File: config.mk
export PLATFORM = sky130hd
export DESIGN_NAME = half_rgba_to_float_rgb_unit
export DESIGN_NICKNAME = d
export VERILOG_FILES = /design/src/hdl/hrgb_pkg.sv /design/src/hdl/hrgb_lane.sv /design/src/hdl/hrgb_check.sv /design/src/hdl/half_rgba_to_float_rgb_unit.sv
export SDC_FILE = /design/constraint.sdc
export NUM_CORES = 1
export LEC_CHECK = 0
export ABC_AREA = 1
export BUFFER_PORTS_ARGS = -buffer_cell sky130_fd_sc_hd__buf_2
export CELL_PAD_IN_SITES_DETAIL_PLACEMENT = 1
export CELL_PAD_IN_SITES_GLOBAL_PLACEMENT = 1
export CORE_ASPECT_RATIO = 0.9
export CORE_MARGIN = 2
export CORE_UTILIZATION = 41
export DETAILED_ROUTE_END_ITERATION = 7
export HOLD_SLACK_MARGIN = 0.05
export PLACE_DENSITY_LB_ADDON = 0.15
export SYNTH_ARGS = -nofsm -noshare
export SYNTH_HDL_FRONTEND = slang
export SYNTH_HIERARCHICAL = 1
export SYNTH_SLANG_ARGS = --single-unit
File: constraint.sdc
create_clock -name aclk -period 5.9 [get_ports aclk]
set_clock_uncertainty 0.1 [all_clocks]
set_input_delay 0.59 -clock aclk [delete_from_list [all_inputs] [get_ports aclk]]
set_output_delay 0.59 -clock aclk [all_outputs]
set_load 0.005 [all_outputs]
File: src/hdl/hrgb_pkg.sv
// shared types and constants for the half/single rgba to single rgb converter
// no dependencies
`timescale 1ns / 1ps

package hrgb_pkg;

    localparam int unsigned DATA_W  = 32;
    localparam int unsigned DIM_W   = 15;
    localparam int unsigned COUNT_W = 29;
    localparam int unsigned TOTAL_W = 2 * DIM_W;
    localparam int unsigned BYTES_W = TOTAL_W + 4;
    localparam int unsigned PADDR_W = 4;

    // largest allowed frame width or height
    localparam logic [16:0] MAX_EXTENT = 17'd16384;

    localparam logic [COUNT_W-1:0] COUNT_MAX  = '1;
    localparam logic [DATA_W-1:0]  MAX_BYTES_RESET = 32'h1000_0000;

    typedef enum logic [1:0] {
        REG_ENCODING  = 2'd0,
        REG_WIDTH     = 2'd1,
        REG_HEIGHT    = 2'd2,
        REG_MAX_BYTES = 2'd3
    } reg_index_t;

    typedef enum logic [1:0] {
        STATUS_OK     = 2'd0,
        STATUS_EXTENT = 2'd1,
        STATUS_COUNT  = 2'd2
    } status_t;

    // per-pixel findings of the frame checker
    typedef struct packed {
        logic frame_end;
        logic extent_bad;
        logic count_bad;
    } chk_flags_t;

endpackage

File: src/hdl/hrgb_lane.sv
// one channel lane: half to single widening or single pass-through, registered
// depends on hrgb_pkg
`timescale 1ns / 1ps

module hrgb_lane (
    input  logic                       aclk,
    input  logic                       load,
    input  logic                       encoding,
    input  logic [hrgb_pkg::DATA_W-1:0] chan,
    output logic [hrgb_pkg::DATA_W-1:0] result
);

    logic [hrgb_pkg::DATA_W-1:0] result_reg;
    logic [hrgb_pkg::DATA_W-1:0] result_next;
    logic                        sign;
    logic [4:0]                  expo;
    logic [9:0]                  mant;
    logic [3:0]                  msb_pos;
    logic [3:0]                  shift;
    logic [10:0]                 norm_wide;
    logic [7:0]                  sub_expo;
    logic [7:0]                  norm_expo;

    always_comb begin
        sign  = chan[15];
        expo  = chan[14:10];
        mant  = chan[9:0];

        // highest set mantissa bit of a subnormal
        msb_pos = 4'd0;
        for (int i = 0; i < 10; i++) begin
            if (mant[i]) begin
                msb_pos = 4'(i);
            end
        end
        shift     = 4'd10 - msb_pos;
        norm_wide = {1'b0, mant} << shift;
        sub_expo  = 8'd103 + {4'b0000, msb_pos};
        norm_expo = {3'b000, expo} + 8'd112;

        if (encoding) begin
            result_next = chan;
        end else if (expo == 5'd0) begin
            if (mant == 10'd0) begin
                result_next = {sign, 31'd0};
            end else begin
                result_next = {sign, sub_expo, norm_wide[9:0], 13'd0};
            end
        end else if (expo == 5'h1f) begin
            result_next = {sign, 8'hff, mant, 13'd0};
        end else begin
            result_next = {sign, norm_expo, mant, 13'd0};
        end
    end

    always_ff @(posedge aclk) begin
        if (load) begin
            result_reg <= result_next;
        end
    end

    assign result = result_reg;

endmodule

File: src/hdl/hrgb_check.sv
// frame checker: extent and byte limit, pixel counting and count mismatch
// depends on hrgb_pkg
`timescale 1ns / 1ps

module hrgb_check #(
    parameter logic [16:0] MAX_EXTENT = hrgb_pkg::MAX_EXTENT
) (
    input  logic                          aclk,
    input  logic                          aresetn,
    input  logic                          load,
    input  logic                          last,
    input  logic                          encoding,
    input  logic [hrgb_pkg::DIM_W-1:0]    frame_width,
    input  logic [hrgb_pkg::DIM_W-1:0]    frame_height,
    input  logic [hrgb_pkg::DATA_W-1:0]   max_bytes,
    output hrgb_pkg::chk_flags_t          flags
);

    logic [hrgb_pkg::COUNT_W-1:0] count_reg;
    logic [hrgb_pkg::COUNT_W-1:0] count_next;
    logic [hrgb_pkg::COUNT_W-1:0] seen;
    logic [hrgb_pkg::TOTAL_W-1:0] total;
    logic [hrgb_pkg::BYTES_W-1:0] bytes;
    logic                         dim_bad;

    logic [hrgb_pkg::TOTAL_W-1:0] total_reg;
    logic [hrgb_pkg::BYTES_W-1:0] bytes_reg;
    logic [hrgb_pkg::DATA_W-1:0]  limit_reg;
    logic [hrgb_pkg::COUNT_W-1:0] seen_reg;
    logic                         dim_bad_reg;
    logic                         last_reg;
    logic [hrgb_pkg::TOTAL_W-1:0] seen_wide;

    always_comb begin
        seen  = (count_reg == hrgb_pkg::COUNT_MAX) ? count_reg : count_reg + 1'b1;
        total = {15'd0, frame_width} * {15'd0, frame_height};
        bytes = encoding ? {total, 4'b0000} : {1'b0, total, 3'b000};
        dim_bad = (frame_width == '0) || (frame_height == '0)
               || ({2'b00, frame_width} > MAX_EXTENT)
               || ({2'b00, frame_height} > MAX_EXTENT)
               || (max_bytes == '0);
        if (load) begin
            count_next = last ? '0 : seen;
        end else begin
            count_next = count_reg;
        end
    end

    always_ff @(posedge aclk) begin
        if (!aresetn) begin
            count_reg <= '0;
        end else begin
            count_reg <= count_next;
        end
    end

    always_ff @(posedge aclk) begin
        if (load) begin
            total_reg   <= total;
            bytes_reg   <= bytes;
            limit_reg   <= max_bytes;
            seen_reg    <= seen;
            dim_bad_reg <= dim_bad;
            last_reg    <= last;
        end
    end

    always_comb begin
        seen_wide        = {1'b0, seen_reg};
        flags.frame_end  = last_reg;
        flags.extent_bad = dim_bad_reg || (bytes_reg > {2'b00, limit_reg});
        flags.count_bad  = last_reg ? (seen_wide != total_reg) : (seen_wide > total_reg);
    end

`ifndef SYNTHESIS
    a_count_clears: assert property (@(posedge aclk) disable iff (!aresetn)
        (load && last) |=> (count_reg == '0))
        else $error("pixel count not cleared after frame end");

    a_count_steps: assert property (@(posedge aclk) disable iff (!aresetn)
        (load && !last && count_reg != hrgb_pkg::COUNT_MAX)
        |=> (count_reg == $past(count_reg) + 1'b1))
        else $error("pixel count did not advance by one");

    a_count_saturates: assert property (@(posedge aclk) disable iff (!aresetn)
        (load && !last && count_reg == hrgb_pkg::COUNT_MAX)
        |=> (count_reg == hrgb_pkg::COUNT_MAX))
        else $error("pixel count wrapped");
`endif

endmodule

File: src/hdl/half_rgba_to_float_rgb_unit.sv
// one pixel per cycle sustained while the result side keeps m_ready high
// stage one runs three channel lanes and the extent multiply side by side, stage two
// merges lane data with the checker status in the output register
// a new transfer is taken while a result waits, up to one pixel held in each stage
// aresetn is synchronous active low: clears valids, pixel count and config to defaults
`timescale 1ns / 1ps

module half_rgba_to_float_rgb_unit #(
    parameter logic [16:0] MAX_EXTENT = hrgb_pkg::MAX_EXTENT
) (
    input  logic                               aclk,
    input  logic                               aresetn,

    input  logic                               psel,
    input  logic                               penable,
    input  logic                               pwrite,
    input  logic [hrgb_pkg::PADDR_W-1:0]       paddr,
    input  logic [hrgb_pkg::DATA_W-1:0]        pwdata,
    output logic [hrgb_pkg::DATA_W-1:0]        prdata,
    output logic                               pready,

    input  logic                               s_valid,
    output logic                               s_ready,
    input  logic [hrgb_pkg::DATA_W-1:0]        s_chan_red,
    input  logic [hrgb_pkg::DATA_W-1:0]        s_chan_green,
    input  logic [hrgb_pkg::DATA_W-1:0]        s_chan_blue,
    input  logic                               s_last_pixel,

    output logic                               m_valid,
    input  logic                               m_ready,
    output logic [hrgb_pkg::DATA_W-1:0]        m_out_red,
    output logic [hrgb_pkg::DATA_W-1:0]        m_out_green,
    output logic [hrgb_pkg::DATA_W-1:0]        m_out_blue,
    output logic                               m_frame_end,
    output logic [1:0]                         m_status
);

    logic                          encoding_reg;
    logic [hrgb_pkg::DIM_W-1:0]    width_reg;
    logic [hrgb_pkg::DIM_W-1:0]    height_reg;
    logic [hrgb_pkg::DATA_W-1:0]   max_bytes_reg;
    logic                          cfg_write;
    hrgb_pkg::reg_index_t          reg_sel;

    logic                          s1_valid_reg;
    logic                          s1_valid_next;
    logic                          m_valid_reg;
    logic                          m_valid_next;
    logic                          out_free;
    logic                          load;
    logic                          out_load;

    logic [hrgb_pkg::DATA_W-1:0]   lane_red;
    logic [hrgb_pkg::DATA_W-1:0]   lane_green;
    logic [hrgb_pkg::DATA_W-1:0]   lane_blue;
    hrgb_pkg::chk_flags_t          flags;
    hrgb_pkg::status_t             status_next;

    logic [hrgb_pkg::DATA_W-1:0]   red_reg;
    logic [hrgb_pkg::DATA_W-1:0]   green_reg;
    logic [hrgb_pkg::DATA_W-1:0]   blue_reg;
    logic                          frame_end_reg;
    hrgb_pkg::status_t             status_reg;

    // configuration port
    assign pready    = 1'b1;
    assign cfg_write = psel && penable && pwrite;
    assign reg_sel   = hrgb_pkg::reg_index_t'(paddr[3:2]);

    always_ff @(posedge aclk) begin
        if (!aresetn) begin
            encoding_reg  <= 1'b0;
            width_reg     <= '0;
            height_reg    <= '0;
            max_bytes_reg <= hrgb_pkg::MAX_BYTES_RESET;
        end else if (cfg_write) begin
            unique case (reg_sel)
                hrgb_pkg::REG_ENCODING:  encoding_reg  <= pwdata[0];
                hrgb_pkg::REG_WIDTH:     width_reg     <= pwdata[hrgb_pkg::DIM_W-1:0];
                hrgb_pkg::REG_HEIGHT:    height_reg    <= pwdata[hrgb_pkg::DIM_W-1:0];
                hrgb_pkg::REG_MAX_BYTES: max_bytes_reg <= pwdata;
                default: ;
            endcase
        end
    end

    always_comb begin
        unique case (reg_sel)
            hrgb_pkg::REG_ENCODING:  prdata = {31'd0, encoding_reg};
            hrgb_pkg::REG_WIDTH:     prdata = {17'd0, width_reg};
            hrgb_pkg::REG_HEIGHT:    prdata = {17'd0, height_reg};
            hrgb_pkg::REG_MAX_BYTES: prdata = max_bytes_reg;
            default:                 prdata = '0;
        endcase
    end

    // two-stage flow control
    assign out_free = !m_valid_reg || m_ready;
    assign s_ready  = !s1_valid_reg || out_free;
    assign load     = s_valid && s_ready;
    assign out_load = s1_valid_reg && out_free;

    always_comb begin
        if (load) begin
            s1_valid_next = 1'b1;
        end else if (out_free) begin
            s1_valid_next = 1'b0;
        end else begin
            s1_valid_next = s1_valid_reg;
        end
        m_valid_next = out_free ? s1_valid_reg : m_valid_reg;
    end

    always_ff @(posedge aclk) begin
        if (!aresetn) begin
            s1_valid_reg <= 1'b0;
            m_valid_reg  <= 1'b0;
        end else begin
            s1_valid_reg <= s1_valid_next;
            m_valid_reg  <= m_valid_next;
        end
    end

    hrgb_lane u_lane_red (
        .aclk     (aclk),
        .load     (load),
        .encoding (encoding_reg),
        .chan     (s_chan_red),
        .result   (lane_red)
    );

    hrgb_lane u_lane_green (
        .aclk     (aclk),
        .load     (load),
        .encoding (encoding_reg),
        .chan     (s_chan_green),
        .result   (lane_green)
    );

    hrgb_lane u_lane_blue (
        .aclk     (aclk),
        .load     (load),
        .encoding (encoding_reg),
        .chan     (s_chan_blue),
        .result   (lane_blue)
    );

    hrgb_check #(
        .MAX_EXTENT (MAX_EXTENT)
    ) u_check (
        .aclk         (aclk),
        .aresetn      (aresetn),
        .load         (load),
        .last         (s_last_pixel),
        .encoding     (encoding_reg),
        .frame_width  (width_reg),
        .frame_height (height_reg),
        .max_bytes    (max_bytes_reg),
        .flags        (flags)
    );

    // merge: a bad extent blanks the pixel and wins over a count mismatch
    always_comb begin
        priority if (flags.extent_bad) begin
            status_next = hrgb_pkg::STATUS_EXTENT;
        end else if (flags.count_bad) begin
            status_next = hrgb_pkg::STATUS_COUNT;
        end else begin
            status_next = hrgb_pkg::STATUS_OK;
        end
    end

    always_ff @(posedge aclk) begin
        if (out_load) begin
            red_reg       <= flags.extent_bad ? '0 : lane_red;
            green_reg     <= flags.extent_bad ? '0 : lane_green;
            blue_reg      <= flags.extent_bad ? '0 : lane_blue;
            frame_end_reg <= flags.frame_end;
            status_reg    <= status_next;
        end
    end

    assign m_valid     = m_valid_reg;
    assign m_out_red   = red_reg;
    assign m_out_green = green_reg;
    assign m_out_blue  = blue_reg;
    assign m_frame_end = frame_end_reg;
    assign m_status    = status_reg;

`ifndef SYNTHESIS
    a_full_stall: assert property (@(posedge aclk) disable iff (!aresetn)
        (s1_valid_reg && m_valid_reg && !m_ready) |-> !s_ready)
        else $error("input taken while both stages are full");

    a_stage_moves: assert property (@(posedge aclk) disable iff (!aresetn)
        (s1_valid_reg && out_free) |=> m_valid_reg)
        else $error("stage one pixel lost on the way to the output");

    a_extent_blanks: assert property (@(posedge aclk) disable iff (!aresetn)
        (m_valid_reg && status_reg == hrgb_pkg::STATUS_EXTENT)
        |-> (red_reg == '0 && green_reg == '0 && blue_reg == '0))
        else $error("pixel not blanked on bad extent");
`endif

endmodule

== After elaboration in Yosys (flattened, before gate mapping) ==
Index checks and enable logic that the tools add are counted.
Storage, ports and cells
  flip-flop bits (word level): 416
  bits of input ports: 140
  logic and storage cells: 124
Cells by class
  add/sub/neg operators: 10
  multiply operators: 1
  magnitude comparators: 4
  equality and inequality tests: 8
  shift-type cells: 3
  mux-type cells: 47
  reductions and logical operators: 28
Operators by type and width (number)
  $mux 31: 9
  $pmux 32 s4: 1
  $mux 32: 3
  $mux 29: 2
  $mux 3: 12
  $gt 34x32->1: 1
  $mux 33: 1
  $logic_not 32->1: 1
  $gt 15x15->1 const B: 2
  $gt 29x30->1: 1
  $logic_not 10->1: 3
  $logic_not 15->1: 2
  $mul 15x15->30: 1
  $ne 29x30->1: 1
  $shl 10x4->10: 3
  $add 29x1->29 const B: 1
  $eq 29x29->1 const B: 1
  $add 5x7->8 const B: 3
  $add 7x4->8 const A: 3
  $mux 4: 6
  $eq 5x5->1 const B: 3
  $logic_not 5->1: 3
  $mux 2: 7
  $sub 4x4->4 const A: 3
  9 further kinds: 28

== Depth between registers and ports, before layout ==
Gate-level depths: netlist of the first run.
  depth in word-level cells: 14
  gate-level depth with buffers: 28
  mapped depth without buffers: 26

== Hierarchy ==
The synthesis of the first run kept the hierarchy.
By module, submodules not included
  hrgb_check: times used 1, cells an instance 2060, area each 16413.2 um^2, sequential area each 4304.1 um^2
  half_rgba_to_float_rgb_unit: times used 1, cells an instance 804, area each 6905.4 um^2, sequential area each 4274.1 um^2
  hrgb_lane: times used 3, cells an instance 243, area each 2054.5 um^2, sequential area each 960.9 um^2

== Least setup slack after synthesis of the first run ==
No wires, ideal clock.
  path kind: input to register
  start: in m_ready
  end: reg u_check/count_reg[14] in the netlist's numbering
  arrival: 6162 ps
  path slack: -433 ps
  stages on the path: 10
  buffers on the path: 2
  path through: inv_1 > nand3_1 > nand2_1 > inv_1 > inv_1 > nor2_1 > buf_4 > buf_6 > nand2_1 > a21oi_2
Between the ends
  longest elaborated chain between the ends: 3
Ends and longest elaborated chain
  start, declared: RTL line half_rgba_to_float_rgb_unit.sv:30  | input logic m_ready,
  $logic_or 1x1->1: RTL line half_rgba_to_float_rgb_unit.sv:98  | assign out_free = !m_valid_reg || m_ready;
  $logic_or 1x1->1: RTL line half_rgba_to_float_rgb_unit.sv:99  | assign s_ready = !s1_valid_reg || out_free;
  via s_ready: RTL line half_rgba_to_float_rgb_unit.sv:23  | output logic s_ready,
  $logic_and 1x1->1: RTL line half_rgba_to_float_rgb_unit.sv:100  | assign load = s_valid && s_ready;
  via load: RTL line half_rgba_to_float_rgb_unit.sv:50  | logic load;
  end signal, assigned: RTL line hrgb_check.sv:53  | count_reg <= count_next;
  end, declared: RTL line hrgb_check.sv:19  | logic [hrgb_pkg::COUNT_W-1:0] count_reg;
The timed path passes the listed nets, and every way through them passes these cells.
A chain may end at the register's enable or synchronous reset.

== Worst setup path in the final report of the first run ==
  start: reg height_reg[5] in the netlist's numbering
  end: reg u_check/bytes_reg[18] in the netlist's numbering (data pin)
Between the ends
  longest elaborated chain between the ends: 2
Ends and longest elaborated chain
  start, declared: RTL line half_rgba_to_float_rgb_unit.sv:40  | logic [hrgb_pkg::DIM_W-1:0] height_reg;
  start signal, assigned: RTL line half_rgba_to_float_rgb_unit.sv:80  | hrgb_pkg::REG_HEIGHT: height_reg <= pwdata[hrgb_pkg::DIM_W-1:0];
  $mul 15x15->30: RTL line hrgb_check.sv:36  | total = {15'd0, frame_width} * {15'd0, frame_height};
  via u_check.total (one bit): RTL line hrgb_check.sv:22  | logic [hrgb_pkg::TOTAL_W-1:0] total;
  $mux 33: RTL line hrgb_check.sv:37  | bytes = encoding ? {total, 4'b0000} : {1'b0, total, 3'b000};
  via u_check.bytes (one bit): RTL line hrgb_check.sv:23  | logic [hrgb_pkg::BYTES_W-1:0] bytes;
  end signal, assigned: RTL line hrgb_check.sv:60  | bytes_reg <= bytes;
  end, declared: RTL line hrgb_check.sv:27  | logic [hrgb_pkg::BYTES_W-1:0] bytes_reg;
The timed path passes the listed nets, and every way through them passes these cells.

==> summary.txt, run 1 <==
Worst setup path
  – CP peak stage delay: 0.54 ns
  – Worst path cell trace: buf_4, nand2_1, inv_1, fa_1, inv_1, fa_1, inv_1, fa_1, ha_1, fa_1, inv_1, fa_1, inv_1, ha_1, nand2_2, inv_1, a21oi_1, nand2_2, nand2_1, nand2_1, xor2_1, buf_4, nand2_1, nand2_1
  – Critical path fanouts, max: 9
  – CP arrival: 5.89 ns
  – Worst setup SP type: flip-flop
  – R2R depth: 24
  – Worst EP required: ~6.1 ns
  – Slowest-stage cell, CP: fa_1
  – Top cell by count, worst path: inv_1
  – Critical path endpoint category: flip-flop
  – Critical path type: flip-flop to flip-flop

Yosys
  – Synth area leaders: edfxtp_1 (32%), fa_1 (11%), nand2_1 (11%)
  – Synth Cell Area: 29480 um2
  – Asr flop ratio synth: 0%
  – Seq cells post-synth: between 400 and 500
  – Synth warn: 6
  – Number of synthesized flops with an enable pin: 319
  – Syn nets: 4059
  – Synth unique cells: 52
  – Top FF cell, synth: edfxtp_1
  – Register area share after synthesis: about 40%
  – Synth cell count leaders: nand2_1 (858), inv_1 (745), nor2_1 (393), edfxtp_1 (319), nand3_1 (223)
  – Syn Inst Count: 3593
  – Share of the synthesized area in the top cell type: between 30% and 40%
  – Cell with the most instances after synthesis: nand2_1
  – Mapped Avg Cell Area: between 8 and 9 um2
  – Synth area leader: edfxtp_1

Clock network
  – CTS tree: built
  – Htree depth: 2
  – # clock sinks: 413
  – Cts bufs inserted: 47
  – Worst-Skew Late Latency: 0.58 ns
  – Root Driver: clkbuf_16
  – Max Root-Sink Buffers: 3
  – Clock transition at path regs: 0.06 ns

Placed design
  – Placed Instances: 4753
  – PortBufs: 270
  – Routability cong.: 0.8540
  – Area post-placement: 32000 um2
  – HPWL Detailed: between 60 and 70 mm

Finish
  – Layout area overhead: 14.41%
  – Fin area: between 30000 and 40000 um2
  – Layout cell share with drive strength beyond 1: 17.12%
  – Final cell count without fillers: 4847
  – Final nets: 4319
  – Fillers: 8703

STA
  – Fin. Hold Viols: 0
  – RSZ-0062 raised after global routing: true
  – Slew HR: 29.52%
  – Fin. max-slew vios: 0
  – Final setup violation count: 0
  – Highest Clock Rate: 176.9 MHz
  – Worst Max-Slew Pin Slew: approximately 1.1 ns
  – Fin crit period: about 5.7 ns
  – Tcrit/Tclk final: 95.83%

Outcome
  – Outcome: finished clean

Global routing
  – Initial antenna violation count: 8
  – Largest net degree at the start of global routing: 100
  – GRT Residual Overflow: 0
  – Global-route wire length before repair: 137.2 mm
  – Overall routing resource usage: 23.50%
  – Vias in the first global route: 24600

Power and ir drop
  – Pwr/cell area: 201.9 nW/um2
  – Reg power frac: between 40% and 50%
  – Clk pwr share: about two fifths
  – Psw: 1.742 mW
  – Comb power frac: 10.2%
  – Sw Share: roughly a quarter
  – Worst vdd ir: around 0.00018 V
  – P_int: around 5.1 mW
  – Static Leak: 17.07 nW

Routing
  – Routed via count: about 24000
  – Routed len/inst: 17.91 um
  – Avg Vias per Cell: 4.889
  – Residual DRC: 0
  – Antenna-violating nets left: 0
  – Total wire length: 86.80 mm
  – DRT iter0 DRCs: approximately 1200
  – DR pass1 iterations: 5

Floorplan
  – # rows: between 90 and 100
  – Die Span Y: roughly 260 um
  – Die area: 74070 um2
  – CORE AREA: 71330 um2
  – Die Width: 286.7 um
  – Starting density of the core: 41.33%
  – Ports: 274

Min path
  – Hold Path Cell Cnt: 3
  – Hold WC Path Type: primary input to flip-flop

Job
  – Max_cap viols: 0
## placed cells by master (no fill, tap or decap), types with 26 or more instances in the layout
cell	instances
a21oi_1	112
a21oi_2	31
buf_2	270
buf_4	70
clkbuf_16	49
dfxtp_1	66
edfxtp_1	319
fa_1	167
ha_1	150
inv_1	743
inv_2	26
nand2_1	845
nand2_2	59
nand3_1	220
nand4_1	27
nor2_1	379
o21ai_0	52
xor2_1	26
## worst max-delay path: cells and delay by family, from the launching register on
family | cells | cell delay (ns)
adders and majority gates | 7 | 3.30
buffers and inverters | 8 | 0.67
and+or+nand+nor | 7 | 0.62
DFF | 1 | 0.38
AOI/OAI and AO/OA | 1 | 0.19
xor gates and xnor gates | 1 | 0.14
## final timing paths
kind / start / to / slack [ns]
worst max-delay path: height_reg[5] / u_check/bytes_reg[18] / 0.25
worst max register to register: height_reg[5] / u_check/bytes_reg[18] / 0.25
worst min-delay path: pwdata[28] / max_bytes_reg[28] / 0.12
worst min register to register: u_check/last_reg / m_frame_end / 0.37
## cell type report
cell class | instances | area (um2) | area share (%)
Clock inverter | 19 | 118.9 | 0.3524
Sequential cell | 413 | 11510 | 34.13
Inverter | 777 | 2929 | 8.684
Antenna cell | 7 | 17.52 | 0.05193
Timing Repair Buffer | 349 | 2031 | 6.020
Multi-Input combinational cell | 2265 | 14600 | 43.28
Clock buffer | 67 | 1334 | 3.954
Tap cell | 950 | 1189 | 3.524
## cells by family (layout without fill, tap and decap cells)
family	count (synthesis)	after routing	synth area share (%)
buffers and inverters	915	1212	12.34
AO/OA/AOI/OAI	232	232	4.499
AND/OR/NAND/NOR	1666	1666	24.81
adder cells (fa/ha/maj)	326	326	18.09
flip-flops	413	413	38.87
other	1	8	0.01272
XOR/XNOR	40	40	1.379
## power by group through the flow
stage	Combinational (mW)	Clock, mW	Sequential [mW]
global route	0.778	2.97	3.33
global placement	0.681	0	3.38
CTS	0.698	2.87	3.32
floorplan	0.434	0	3.37
detailed placement	0.693	0	3.38
finish	0.694	2.79	3.32
## what timing repair did
action	4_1_cts	5_1_grt
endpoints found under the hold margin	0	0
pin swaps	0	9
cloned	0	0
setup endpoints to repair	14	39
buffers inserted	0	1
hold buffers	0	0
resized for setup	9	74
## through the flow
step	TNS (ns)	hold slack, ns	worst slack, ns	power, mW	utilization (%)
detailed placement	-0.1923	0.3620	-0.03459	4.075	44.87
floorplan	0	0.3465	0.2484	3.803	-
finish	0	0.1197	0.2461	6.809	47.29
CTS	0	0.07877	0.0001874	6.886	46.93
global placement	-0.02326	0.3490	-0.01000	4.060	44.87
global route	-0.1083	0.1193	-0.03683	7.081	47.29
## routing by layer
metal / vias up / global-route usage, % / wire length, um
met1: 11540 / 33.47 / 41050
met2: 478 / 37.52 / 39530
met3: 94 / 3.882 / 4689
met5: - / 0 / 13
met4: 2 / 5.366 / 1519
li1: 11590 / - / -
(Power assumes the default switching activity.)
==> run 2, diff against run 1 <==
--- a/config.mk
+++ b/config.mk
@@ -14,7 +14,7 @@
 export CORE_UTILIZATION = 41
 export DETAILED_ROUTE_END_ITERATION = 7
 export HOLD_SLACK_MARGIN = 0.05
-export PLACE_DENSITY_LB_ADDON = 0.15
+export PLACE_DENSITY = 0.88
 export SYNTH_ARGS = -nofsm -noshare
 export SYNTH_HDL_FRONTEND = slang
 export SYNTH_HIERARCHICAL = 1
==> run 2 against run 1 <==
  * The run now ends with negative setup slack left
  * Worst hold slack worse by 0.013 ns
  * Clock-buffer cell count is 8 lower
  * Total power rose by 5.5%
  * Sequential cell count is the same
  * Sequential share of layout area is 0.29 points lower
  * Non-clock buffer count increased by 4
  * Clock power grew 12%
  * Worst setup slack lost 0.28 ns
  * Critical path type unchanged
  * Critical endpoint is now u_check/bytes_reg[27]
  * Largest cell class unchanged
  * Highest routed layer unchanged
==> summary.txt, run 2 (synthesized netlist as in run 1, its figures left out) <==
Clock network
  – Max Root-Sink Buffers: 3 (unchanged)
  – Clock transition at path regs: 0.06 ns (about the same)
  – Htree depth: 2 (unchanged)
  – Cts bufs inserted: 48 (+2.1%)
  – Hold-fix buffer count after cts: 0 (unchanged)
  – Worst-Skew Late Latency: 0.62 ns (+0.04 ns)
  – # clock sinks: 413 (unchanged)
  – CTS tree: built
  – Root Driver: clkbuf_16

Placed design
  – Placed Instances: 4756 (+0.063%)
  – Dpl ws: -0.1589 ns (-0.1243 ns)
  – Area post-placement: 31990 um2 (about the same)
  – HPWL Detailed: 74.28 mm (+12%)
  – PortBufs: 270 (unchanged)
  – Routability cong.: 0.9269 (+8.5%)

STA
  – Final setup violation count: 7 (+7)
  – Final worst setup slack: -0.03866 ns (-0.2847 ns)
  – RSZ-0062 raised after global routing: true
  – Tcrit/Tclk final: 100.7% (+4.8 points)
  – Fin crit period: 5.939 ns (+0.2847 ns)
  – Slew HR: 12.41% (-17 points)
  – Highest Clock Rate: 168.4 MHz (-4.8%)
  – Worst Max-Slew Pin Slew: 1.314 ns (+0.2567 ns)
  – Fin. max-slew vios: 0 (unchanged)
  – Fin. Hold Viols: 0 (unchanged)

Finish
  – Fillers: 8625 (-0.90%)
  – Post-layout util: 47.66% (+0.37 points)
  – Final cell count without fillers: 4854 (+0.14%)
  – Most common cell after layout, fill and taps aside: nand2_1
  – Layout area overhead: 15.31%
  – Layout cell share with drive strength beyond 1: 17.86% (+0.73 points)
  – Final nets: 4324 (+0.12%)
  – Most frequent cells in the layout: nand2_1 (838), inv_1 (742), nor2_1 (376)
  – Fin area: 34000 um2 (+0.79%)

Worst setup path
  – CP peak stage delay: 0.62 ns (+0.08 ns)
  – Critical path fanouts, max: 6 (-3)
  – CP bufs+invs: 7 (-1)
  – CP Depth: 23 (-4.2%)
  – R2R depth: 23 (-4.2%)
  – Slowest-stage cell, CP: fa_1
  – Worst path cell trace: buf_4, nand2_1, inv_1, fa_1, inv_1, fa_1, inv_1, fa_1, fa_2, fa_1, inv_1, fa_1, inv_1, ha_4, nand2_1, inv_2, nand2_2, nor3_2, nand3_1, nand3_2, nand2_2, nand3_1, nand2_1
  – Worst setup SP type: flip-flop
  – Critical path type: flip-flop to flip-flop
  – Critical path's top delay family: adder cells
  – CP arrival: 6.18 ns (+0.29 ns)
  – Critical path endpoint category: flip-flop
  – Worst EP required: 6.14 ns (about the same)

Power and ir drop
  – Worst vdd ir: 0.0002443 V (+36%)
  – Static Leak: 17.19 nW (+0.71%)
  – Pwr/cell area: 211.4 nW/um2 (+4.7%)
  – Total Power: 7.185 mW (+5.5%)

Routing
  – DR pass1 iterations: 8 (+3)
  – Avg Vias per Cell: 5.306 (+8.5%)
  – DRT iter0 DRCs: 2062 (+69%)
  – Routed via count: 25750 (+8.7%)
  – Total wire length: 101.6 mm (+17%)
  – Antenna-violating nets left: 0 (unchanged)
  – Routed len/inst: 20.94 um (+17%)
  – Residual DRC: 0 (unchanged)

Floorplan
  – Starting density of the core: 41.33% (unchanged)
  – Ports: 274 (unchanged)
  – Die area: 74070 um2 (unchanged)
  – CORE AREA: 71330 um2 (unchanged)
  – Die Span Y: 258.4 um (unchanged)
  – Die Width: 286.7 um (unchanged)
  – # rows: 93 (unchanged)

Global routing
  – Overall routing resource usage: 26.57% (+3.1 points)
  – Initial antenna violation count: 8 (unchanged)
  – Vias in the first global route: 27700 (+13%)
  – Global-route wire length before repair: 153.6 mm (+12%)
  – Largest net degree at the start of global routing: 145 (+45%)
  – GRT Residual Overflow: 0 (unchanged)

Outcome
  – Outcome: finished, violations left
  – Failing checks: negative setup slack

Min path
  – Hold WC Path Type: primary input to flip-flop
  – Hold Path Cell Cnt: 3 (unchanged)

Job
  – Max_cap viols: 0 (unchanged)
-- run 2: cell count changes in the layout (fill, tap and decap cells not counted), moves of 3 or more --
cell,before,now
clkinvlp_4,2,5
nand3_1,220,215
bufinv_16,0,6
buf_4,70,77
clkbuf_1,14,9
nor2_2,15,12
nand3_2,22,26
nor2_1,379,376
nand2_1,845,838
nand2_2,59,65
buf_12,6,3
nor2_4,11,17
-- run 2: final timing paths --
path / startpoint / end / slack [ns]
worst max register to register: height_reg[5] / u_check/bytes_reg[27] / -0.04
worst min register to register: u_check/last_reg / m_frame_end / 0.39
worst min-delay path: pwdata[28] / max_bytes_reg[28] / 0.11
worst max-delay path: height_reg[5] / u_check/bytes_reg[27] / -0.04
-- run 2: repair_timing --
action                                 CTS  global route
pin swaps                                0            20
setup buffers                            0             2
gates resized for setup                 16            92
endpoints found under the hold margin    0             0
setup endpoints to repair               29            37
-- run 2: final cells by class --
cell class | instances | area (um2) | area share, %
multi-input cells | 2265 | 14710 | 43.27
flip-flops and latches | 413 | 11510 | 33.84
inverters | 777 | 2929 | 8.616
repair buffers | 353 | 2023 | 5.951
clock buffers | 59 | 1262 | 3.714
well taps | 950 | 1189 | 3.496
clock inverters | 31 | 362.8 | 1.067
diodes | 6 | 15.01 | 0.04416
-- run 2: metal layers --
layer | global-route usage [%] | vias to the layer above | part of all wire (%)
li1 | - | 11600 | -
met1 | 32.06 | 12800 | 39
met2 | 46.53 | 1031 | 50
met3 | 4.718 | 318 | 6.6
met4 | 11.40 | 10 | 4.8
met5 | 0 | - | 0.069
-- run 2: tightest hold or removal path, delay by kind of cell --
| family | cells | cell delay, ns |
|---|---|---|
| AND/OR/NAND/NOR | 2 | 0.13 |
| buffers and inverters | 1 | 0.08 |
-- run 2: where the power goes --
group / internal (mW) / switching (mW) / leakage (nW) / total [mW]
clock network: 1.80 / 1.32 / 0.787 / 3.12
registers: 3.26 / 0.0629 / 3.92 / 3.32
logic: 0.230 / 0.508 / 12.5 / 0.738
total: 5.29 / 1.89 / 17.2 / 7.19
-- run 2: metrics by stage --
| step | setup TNS [ns] | hold slack, ns |
|---|---|---|
| finish | -0.1616 | 0.1065 |
| global route | -3.375 | 0.1173 |
| CTS | 0 | 0.09415 |
| detailed placement | -1.138 | 0.3729 |
| global placement | 0 | 0.3743 |
| floorplan | 0 | 0.3465 |
==> run 3, diff against run 2 <==
--- a/config.mk
+++ b/config.mk
@@ -6,13 +6,13 @@
 export NUM_CORES = 1
 export LEC_CHECK = 0
 export ABC_AREA = 1
-export BUFFER_PORTS_ARGS = -buffer_cell sky130_fd_sc_hd__buf_2
 export CELL_PAD_IN_SITES_DETAIL_PLACEMENT = 1
 export CELL_PAD_IN_SITES_GLOBAL_PLACEMENT = 1
 export CORE_ASPECT_RATIO = 0.9
 export CORE_MARGIN = 2
-export CORE_UTILIZATION = 41
+export CORE_UTILIZATION = 44
 export DETAILED_ROUTE_END_ITERATION = 7
+export DONT_BUFFER_PORTS = 1
 export HOLD_SLACK_MARGIN = 0.05
 export PLACE_DENSITY = 0.88
 export SYNTH_ARGS = -nofsm -noshare
==> constraint.sdc (replaced) <==
create_clock -name aclk -period 5.42 [get_ports aclk]
set_clock_uncertainty 0.1 [all_clocks]
set_input_delay 0.542 -clock aclk [delete_from_list [all_inputs] [get_ports aclk]]
set_output_delay 0.542 -clock aclk [all_outputs]
set_load 0.005 [all_outputs]
==> run 3 against run 2 <==
  * The run still ends with negative setup slack left
  * Non-clock buffer count is 133 lower
  * Core utilization is 4.9 points higher
  * Sequential power is 10% higher
  * Die area is 6.7% lower
  * Largest cell class unchanged
  * Combinational power is 20% higher
  * Wire length is 51% higher
  * Design area is 3.0% higher
==> summary.txt, run 3 (synthesized netlist as in run 1, its figures left out) <==
STA
  – RSZ-0062 raised after global routing: true
  – Final setup violation count: 47 (+40)
  – Highest Clock Rate: 134.3 MHz (-20%)
  – Min Hold Slack: 0.05158 ns (-0.05489 ns)
  – Fin crit period: 7.447 ns (+1.508 ns)
  – Fin. Hold Viols: 0 (unchanged)
  – Worst Max-Slew Pin Slew: 1.382 ns (+0.06804 ns)
  – Slew HR: 7.770% (-4.6 points)
  – Final worst setup slack: -2.027 ns (-1.988 ns)
  – Fin. max-slew vios: 0 (unchanged)
  – Tcrit/Tclk final: 137.4% (+37 points)

Min path
  – Worst Hold End: u_lane_green/result[5]
  – Hold Path Cell Cnt: 2 (-1)
  – Hold WC Path Type: primary input to flip-flop
  – Hold path startpoint: s_chan_green[5]

Placed design
  – HPWL Detailed: 73.59 mm (-0.93%)
  – Area post-placement: 30920 um2 (-3.3%)
  – PortBufs: 0 (-100%)
  – Routability cong.: 0.9220 (-0.53%)

Outcome
  – Failing checks: negative setup slack
  – Outcome: finished, violations left

Global routing
  – Routing usage on met1: 39.09% (+7.0 points)
  – Met3 Track Usage GR: 10.92% (+6.2 points)
  – GRT Residual Overflow: 0 (unchanged)
  – Vias in the first global route: 31000 (+12%)
  – Initial antenna violation count: 12 (+4)
  – Met2 usage: 59.99% (+13 points)
  – Overall routing resource usage: 36.11% (+9.5 points)
  – Largest net degree at the start of global routing: 125 (-14%)
  – Global-route wire length before repair: 190.5 mm (+24%)
  – GRT busiest layer: met2

Routing
  – Total wire length: 153.8 mm (+51%)
  – Residual DRC: 0 (unchanged)
  – Routed len/inst: 33.13 um (+58%)
  – Routed via count: 30480 (+18%)
  – Avg Vias per Cell: 6.565 (+24%)
  – DR pass1 iterations: 7 (-1)
  – Antenna-violating nets left: 0 (unchanged)
  – DRT iter0 DRCs: 4650 (+130%)

Worst setup path
  – CP bufs+invs: 3 (-4)
  – CP peak stage delay: 0.96 ns (+0.34 ns)
  – Worst EP required: 5.70 ns (-0.44 ns)
  – Critical path type: flip-flop to flip-flop
  – Critical path's top delay family: adder cells
  – Critical path endpoint category: flip-flop
  – Worst path cell trace: buf_4, buf_6, nand2_1, fa_1, fa_1, fa_1, inv_1, fa_1, fa_1, ha_1, ha_4, nand2_1, nand2_1, nand3_1, nand2_1, a21oi_2, nand4_1, nand3_1, nand2_1
  – Slowest-stage cell, CP: fa_1
  – CP arrival: 7.72 ns (+1.54 ns)
  – Worst setup SP type: flip-flop
  – FF-to-FF Start: width_reg[10]
  – CP Depth: 19 (-17%)
  – Critical path fanouts, max: 11 (+5)
  – R2R depth: 19 (-17%)
  – R2R setup slack: -2.03 ns (-1.99 ns)
  – Critical R2R Capture: u_check/bytes_reg[26]

Finish
  – Final nets: 4190 (-3.1%)
  – Fin area: 35020 um2 (+3.0%)
  – Layout area overhead: 18.77%
  – Layout cell share with drive strength beyond 1: 19.64% (+1.8 points)
  – Most frequent cells in the layout: nand2_1 (732), inv_1 (685), nor2_1 (368)
  – Most common cell after layout, fill and taps aside: nand2_1

Floorplan
  – Die area: 69090 um2 (-6.7%)
  – CORE AREA: 66660 um2 (-6.5%)
  – Die Span Y: 249.6 um (-3.4%)
  – Starting density of the core: 44.22% (+2.9 points)
  – Die Width: 276.9 um (-3.4%)
  – Ports: 274 (unchanged)
  – # rows: 90 (-3.2%)

Power and ir drop
  – Pwr/cell area: 233.2 nW/um2 (+10%)
  – Total Power: 8.164 mW (+14%)
  – Worst vdd ir: 0.0003297 V (+35%)
  – Static Leak: 17.19 nW (about the same)

Clock network
  – Max Root-Sink Buffers: 3 (unchanged)
  – Root Driver: clkbuf_16
  – # clock sinks: 413 (unchanged)
  – Htree depth: 2 (unchanged)
  – Clock transition at path regs: 0.07 ns (about the same)
  – Cts bufs inserted: 47 (-2.1%)
  – CTS tree: built
  – Worst-Skew Late Latency: 0.65 ns (+0.03 ns)

Job
  – Max_cap viols: 0 (unchanged)
-- run 3: cell types whose count changed in the layout (fill, tap and decap cells not counted), moves of 33 or more --
cell,before,now
inv_1,742,685
nand2_1,838,732
buf_4,77,129
nand2_4,24,57
buf_2,270,0
inv_2,27,79
dlygate4sd3_1,0,58
nand2_2,65,136
-- run 3: where the power goes --
group	switching [mW]	leakage, nW	total [mW]	internal (mW)
Clock	1.62	0.802	3.62	2.00
Combinational	0.636	12.5	0.882	0.246
Sequential	0.115	3.93	3.66	3.55
Total	2.37	17.2	8.16	5.79
-- run 3: metal layers --
metal / part of all wire (%) / wire (um) / up-vias
met2: 43 / 66160 / 3321
met4: 12 / 18250 / 16
li1: - / - / 11320
met5: 0.11 / 165 / -
met1: 31 / 47320 / 14400
met3: 14 / 21930 / 1430
-- run 3: worst max path at each step --
stage                    from                     to  slack [ns]
6_report        width_reg[10]  u_check/bytes_reg[26]       -2.03
5_1_grt         width_reg[10]  u_check/bytes_reg[26]       -1.79
4_1_cts         width_reg[10]  u_check/total_reg[20]       -0.04
3_5_place_dp    height_reg[3]  u_check/bytes_reg[23]       -0.64
3_3_place_gp     width_reg[9]  u_check/bytes_reg[33]       -0.30
2_1_floorplan  height_reg[14]  u_check/total_reg[25]     -0.0001
-- run 3: area by class of cell --
type | count | area (um2)
fill | 7791 | 31650
multi-input combinational | 2265 | 15760
sequential | 413 | 11550
inverter | 777 | 2954
timing repair buffer | 220 | 1993
clock buffer | 73 | 1450
tap | 874 | 1094
clock inverter | 15 | 197.7
antenna | 6 | 15.01
-- run 3: repair_timing --
action,4_1_cts,5_1_grt
gates resized for setup,245,210
hold buffers,59,1
setup buffers,22,16
endpoints found under the setup margin,45,44
hold endpoints to repair,89,1
pin swaps,107,82
-- run 3: metrics by stage --
| stage | cells | worst slack [ns] | util (%) | setup TNS (ns) |
|---|---|---|---|---|
| after global placement | 4454 | -0.2968 | 46.38 | -8.461 |
| final | 4643 | -2.027 | 52.53 | -43.23 |
| after floorplan | 3593 | -0.0001354 | - | -0.0001354 |
| after global routing | 4639 | -1.788 | 52.51 | -40.97 |
| after detailed placement | 4454 | -0.6427 | 46.38 | -20.82 |
| after CTS | 4621 | -0.03892 | 51.22 | -0.3744 |
